$ cat src/design/mos_pkg.sv
`timescale 1ns / 1ps
// Package for the mask overlap similarity unit: widths, opcodes, sequencer states.
// No dependencies.
package mos_pkg;
    localparam int CNT_W = 25;
    localparam logic [CNT_W-1:0] CNT_MAX = '1;
    localparam int MAX_CAT = 16;
    localparam int TBL_AW = 8;
    localparam int RATIO_CAP = 10;
    localparam logic [15:0] DELTA_DEFAULT = 16'd655;
    localparam logic [47:0] POS_LIMIT = 48'h7FFF_FFFF_FFFF;
    localparam logic [47:0] NEG_LIMIT = 48'h8000_0000_0000;

    typedef enum logic [1:0] {
        OP_PIXEL  = 2'd0,
        OP_FINISH = 2'd1,
        OP_LOAD_MIX = 2'd2,
        OP_LOAD_CON = 2'd3
    } opcode_t;

    localparam logic [2:0] REG_MODE = 3'd0;
    localparam logic [2:0] REG_DELTA = 3'd1;
    localparam logic [2:0] REG_SCALE = 3'd2;
    localparam logic [2:0] REG_ROWS = 3'd3;
    localparam logic [2:0] REG_COLS = 3'd4;

    localparam logic [2:0] MODE_IOU = 3'd1;
    localparam logic [2:0] MODE_INV = 3'd2;
    localparam logic [2:0] MODE_FIRST = 3'd3;
    localparam logic [2:0] MODE_SECOND = 3'd4;
    localparam logic [2:0] MODE_COMP = 3'd5;
    localparam logic [2:0] MODE_MIX = 3'd6;

    typedef enum logic [3:0] {
        ST_IDLE, ST_PIX_RD, ST_PIX_ACC, ST_M5_MUL1, ST_M5_MUL2, ST_M5_HI,
        ST_DIV_START, ST_DIV_RUN, ST_POST, ST_SCALE_LO, ST_SCALE_HI, ST_SCALE_FIN,
        ST_OUT
    } state_t;

    typedef struct packed {
        logic        start;
        logic [63:0] num;
        logic [63:0] den;
    } div_req_t;

    typedef struct packed {
        logic        busy;
        logic        done;
        logic [63:0] quot;
    } div_rsp_t;
endpackage

$ cat src/design/mos_div.sv
`timescale 1ns / 1ps
// Restoring divider: floor(num * 2^16 / den), saturated to 64 bits, one bit a cycle.
// Depends on mos_pkg.
module mos_div
    import mos_pkg::*;
(
    input  logic     aclk,
    input  logic     aresetn,
    input  div_req_t req,
    output div_rsp_t rsp
);
    logic [63:0] rem_reg, rem_next;
    logic [63:0] lo_reg, lo_next;
    logic [63:0] q_reg, q_next;
    logic [63:0] den_reg, den_next;
    logic [6:0]  cnt_reg, cnt_next;
    logic        busy_reg, busy_next;
    logic        done_reg, done_next;
    logic [64:0] shifted;
    logic        ge;

    always_comb begin
        rem_next = rem_reg;
        lo_next = lo_reg;
        q_next = q_reg;
        den_next = den_reg;
        cnt_next = cnt_reg;
        busy_next = busy_reg;
        done_next = 1'b0;
        shifted = {rem_reg, lo_reg[63]};
        ge = shifted >= {1'b0, den_reg};
        if (req.start) begin
            den_next = req.den;
            rem_next = {48'd0, req.num[63:48]};
            lo_next = {req.num[47:0], 16'd0};
            q_next = '0;
            cnt_next = 7'd64;
            if ({48'd0, req.num[63:48]} >= req.den) begin
                q_next = '1;
                done_next = 1'b1;
            end else begin
                busy_next = 1'b1;
            end
        end else if (busy_reg) begin
            lo_next = {lo_reg[62:0], 1'b0};
            if (ge) begin
                rem_next = 64'(shifted - {1'b0, den_reg});
                q_next = {q_reg[62:0], 1'b1};
            end else begin
                rem_next = shifted[63:0];
                q_next = {q_reg[62:0], 1'b0};
            end
            cnt_next = cnt_reg - 7'd1;
            if (cnt_reg == 7'd1) begin
                busy_next = 1'b0;
                done_next = 1'b1;
            end
        end
    end

    always_ff @(posedge aclk) begin
        if (!aresetn) begin
            busy_reg <= 1'b0;
            done_reg <= 1'b0;
        end else begin
            busy_reg <= busy_next;
            done_reg <= done_next;
        end
        rem_reg <= rem_next;
        lo_reg <= lo_next;
        q_reg <= q_next;
        den_reg <= den_next;
        cnt_reg <= cnt_next;
    end

    assign rsp.busy = busy_reg;
    assign rsp.done = done_reg;
    assign rsp.quot = q_reg;
endmodule

$ cat config.mk
export PLATFORM = sky130hd
export DESIGN_NAME = mos_div
export DESIGN_NICKNAME = d
export VERILOG_FILES = /design/src/design/mos_pkg.sv /design/src/design/mos_div.sv
export SDC_FILE = /design/constraint.sdc
export NUM_CORES = 1
export LEC_CHECK = 0
export ABC_CLOCK_PERIOD_IN_PS = 12800
export BUFFER_PORTS_ARGS = -buffer_cell sky130_fd_sc_hd__buf_2
export CAP_MARGIN = 10
export CORE_UTILIZATION = 25
export CTS_BUF_LIST = sky130_fd_sc_hd__clkbuf_4
export DETAILED_ROUTE_END_ITERATION = 8
export MAX_ROUTING_LAYER = met4
export SETUP_SLACK_MARGIN = 0.05
export SLEW_MARGIN = 20
export SYNTH_ARGS = -nofsm -noshare
export SYNTH_HDL_FRONTEND = slang
export SYNTH_SLANG_ARGS = --single-unit
$ cat constraint.sdc
create_clock -name aclk -period 12.8 [get_ports aclk]
set_clock_uncertainty 0.05 [all_clocks]
set_input_delay 1.28 -clock aclk [delete_from_list [all_inputs] [get_ports aclk]]
set_output_delay 1.28 -clock aclk [all_outputs]
set_load 0.01 [all_outputs]
==> impl_metrics.yaml <==
global_route:
  grt_max_degree: 99
  wire_length_of_the_first_global_routing_pass_microns: 63600
  grt.total_usage: 0.146
  first_global_vias: 11600
  globalRouteOverflowTotal: 0
  grt_antenna_before_repair: 9
route:
  detail_route.first_pass.iterations: 5
  initialDrtViolationCount: 637
  wl_microns: 40500
  route.detailed.vias_per_inst: 4.66
  wirelength_per_cell_microns: 16.3
  vias: 11600
  drc: 0
  final_antenna_net_count: 0
floorplan:
  die_width_microns: 241
  floorplan.core_area_sq_um: 56400
  num_rows: 87
  dieHeight_microns: 241
  design.die.area_sq_um: 58000
  floorplan.initialDensity: 0.253
  ios: 197
pwr:
  switchingPower_mw: 0.723
  sequentialPowerShare: 0.433
  total_leakage_power_nw: 7.16
  switching_share: 0.314
  comb_power_share: 0.221
  power_density_nw_per_um2: 136
  peakVddDrop_mv: 0.0788
  clkPwrFrac: 0.345
  internal_power_mw: 1.58
cts:
  worst_skew_pair_later_pin_latency_ps: 840
  cts.sink_count: 249
  cts_inserted_buffers: 73
  cts_max_path_buffers: 3
  cts_tree: "done"
  post_cts_resized: 0
  cts.hold.buffers_added: 0
  cts_root_buffer: "clkbuf_4"
  cts_post_setup_buffers_inserted: 0
  h_tree_lvls: 3
  cts.reportedPaths.clkPinSlew_ps: 80
layout:
  syn_to_final_growth_pct: 18.7
  regArea_sq_um: 6910
  n_fill_cell: 6061
  final_nets: 1871
  multiInputGateArea_sq_um: 6430
  most-common-layout-cells: "buf_2 (195), edfxtp_1 (192), nand2_1 (171)"
  mostFrequentLayoutCell: "buf_2"
  drive_gt1_frac: 0.227
  instances_no_fill: 2483
timing:
  fin_ws_ps: 8210
  drv_slew: 0
  final.period_utilization: 0.358
  slew-limit-headroom: 0.317
  final-hold-violation-count: 0
  period_minus_slack_ps: 4590
  worst-slew-pin-transition_ps: 1020
  setup_repair_after_global_routing_missed_its_margin: "false"
  finalSetupViolCount: 0
  setup_tns_ps: 0
  max_clock_freq_mhz: 218
logic_synthesis:
  synth_area_sq_um: 14300
  post-synth-top-area-cell: "edfxtp_1"
  synthesis.instances: 1455
  register_area_share_after_synthesis: 0.485
  synth_largest_type_area_fraction: 0.404
  synthesis.nets: 1669
  post_synth_main_area_contributors: "edfxtp_1 (40%), dfxtp_1 (8.0%), ha_1 (7.2%)"
  async_flop_share: 0
  synth-warning-count: 0
  synth_enable_flop_cells: 192
  synth_seq_cells: 249
  dominantRegCellSynth: "edfxtp_1"
  count_of_distinct_cell_types_in_the_synthesized_netlist: 72
  post_synthesis_area_per_instance_sq_um: 9.80
worst_setup_path:
  worstSetupStartpointType: "flop"
  arrival_ps: 5250
  criticalPathCategory: "flop to flop"
  worst_r2r_startpoint: "den_reg[1]"
  endpoint_kind_of_the_worst_setup_timing_path: "flop"
  startpoint: "den_reg[1]"
  crit_fanout: 34
  critPathRequiredTime_ps: 13460
hold_path:
  worst_hold_startpoint: "rem_reg[34]"
  timing.hold.worst.class: "flop to flop"
placement:
  routabilityCongestion: 0.898
  place.detailed.instances: 2338
  hpwl_microns: 29300
  pre_cts_slack_ps: 7890
  numPortBuffers: 196
run:
  number_of_maximum_capacitance_constraint_violations: 0
run_status:
  result_of_the_run: "complete, no violations"
-- synthesized netlist by cell type (all sizes together), types with 4 or more instances --
master / count
a211oi: 11
a21o: 36
a21oi: 78
a311oi: 41
a31oi: 23
a41oi: 4
and2: 7
and3: 11
buf: 17
clkbuf: 60
dfxtp: 57
edfxtp: 192
ha: 82
inv: 157
mux2: 49
nand2: 173
nand2b: 7
nand3: 14
nand4: 23
nor2: 107
nor2b: 10
nor3: 11
nor4: 18
o211ai: 7
o21a: 15
o21ai: 116
o21bai: 4
o31a: 4
o31ai: 4
or2: 5
or3: 7
xnor2: 33
xor2: 29
-- routing by layer --
layer	up-vias	share of wire	track usage
met3	57	0.065	0.0462
met5	-	0	-
met4	0	0.020	0.0437
li1	5706	-	-
met2	300	0.48	0.238
met1	5520	0.43	0.171
-- final cells by class --
| class | count | share of cell area |
|---|---|---|
| repair buffers | 204 | 0.0620 |
| clock buffers | 104 | 0.0461 |
| flip-flops and latches | 249 | 0.408 |
| clock inverters | 26 | 0.0106 |
| diodes | 15 | 0.00222 |
| well taps | 756 | 0.0559 |
| multi-input cells | 971 | 0.380 |
| inverters | 158 | 0.0350 |
-- cell families after synthesis --
group,synth area share
DFF,0.485
xor gates and xnor gates,0.0381
buffers and inverters,0.0661
muxes,0.0394
and+or+nand+nor,0.126
AOI/OAI and AO/OA,0.173
adders and majority gates,0.0734
-- power groups by stage --
stage	Clock (mW)	Combinational, mW	Sequential [mW]
global route	0.872	0.571	1.01
global placement	0	0.501	1.01
finish	0.794	0.509	0.996
floorplan	0	0.357	1.01
CTS	0.832	0.511	0.998
detailed placement	0	0.507	1.01
-- path summary, 6_finish.rpt --
kind,cells past startpoint,slack (ps),endpoint
max,14,8210,rem_reg[57]
max reg2reg,14,8210,rem_reg[57]
min reg2reg,2,420,rem_reg[35]
min,2,420,rem_reg[35]
-- critical path, cell delays in order (launching register included) --
cell and delay [ps]:
edfxtp_1 420, inv_1 60, ha_1 300, nor2b_1 180
o31a_1 230, o21ai_2 80, a31oi_1 280, o31a_1 330
a21o_1 280, a32oi_4 190, o211ai_4 400, and2_2 640
buf_4 470, nand3_1 170, a311oi_1 320
-- stage by stage --
step	total power, mW	utilization	hold WS (ps)	cell area (sq um)
after floorplan	1.37	-	419	14300
after global placement	1.51	0.282	430	15900
after detailed placement	1.52	0.282	441	15900
after CTS	2.34	0.299	410	16900
after global routing	2.45	0.300	434	16900
final	2.30	0.300	417	16900
Power figures use the tool's default switching activity.
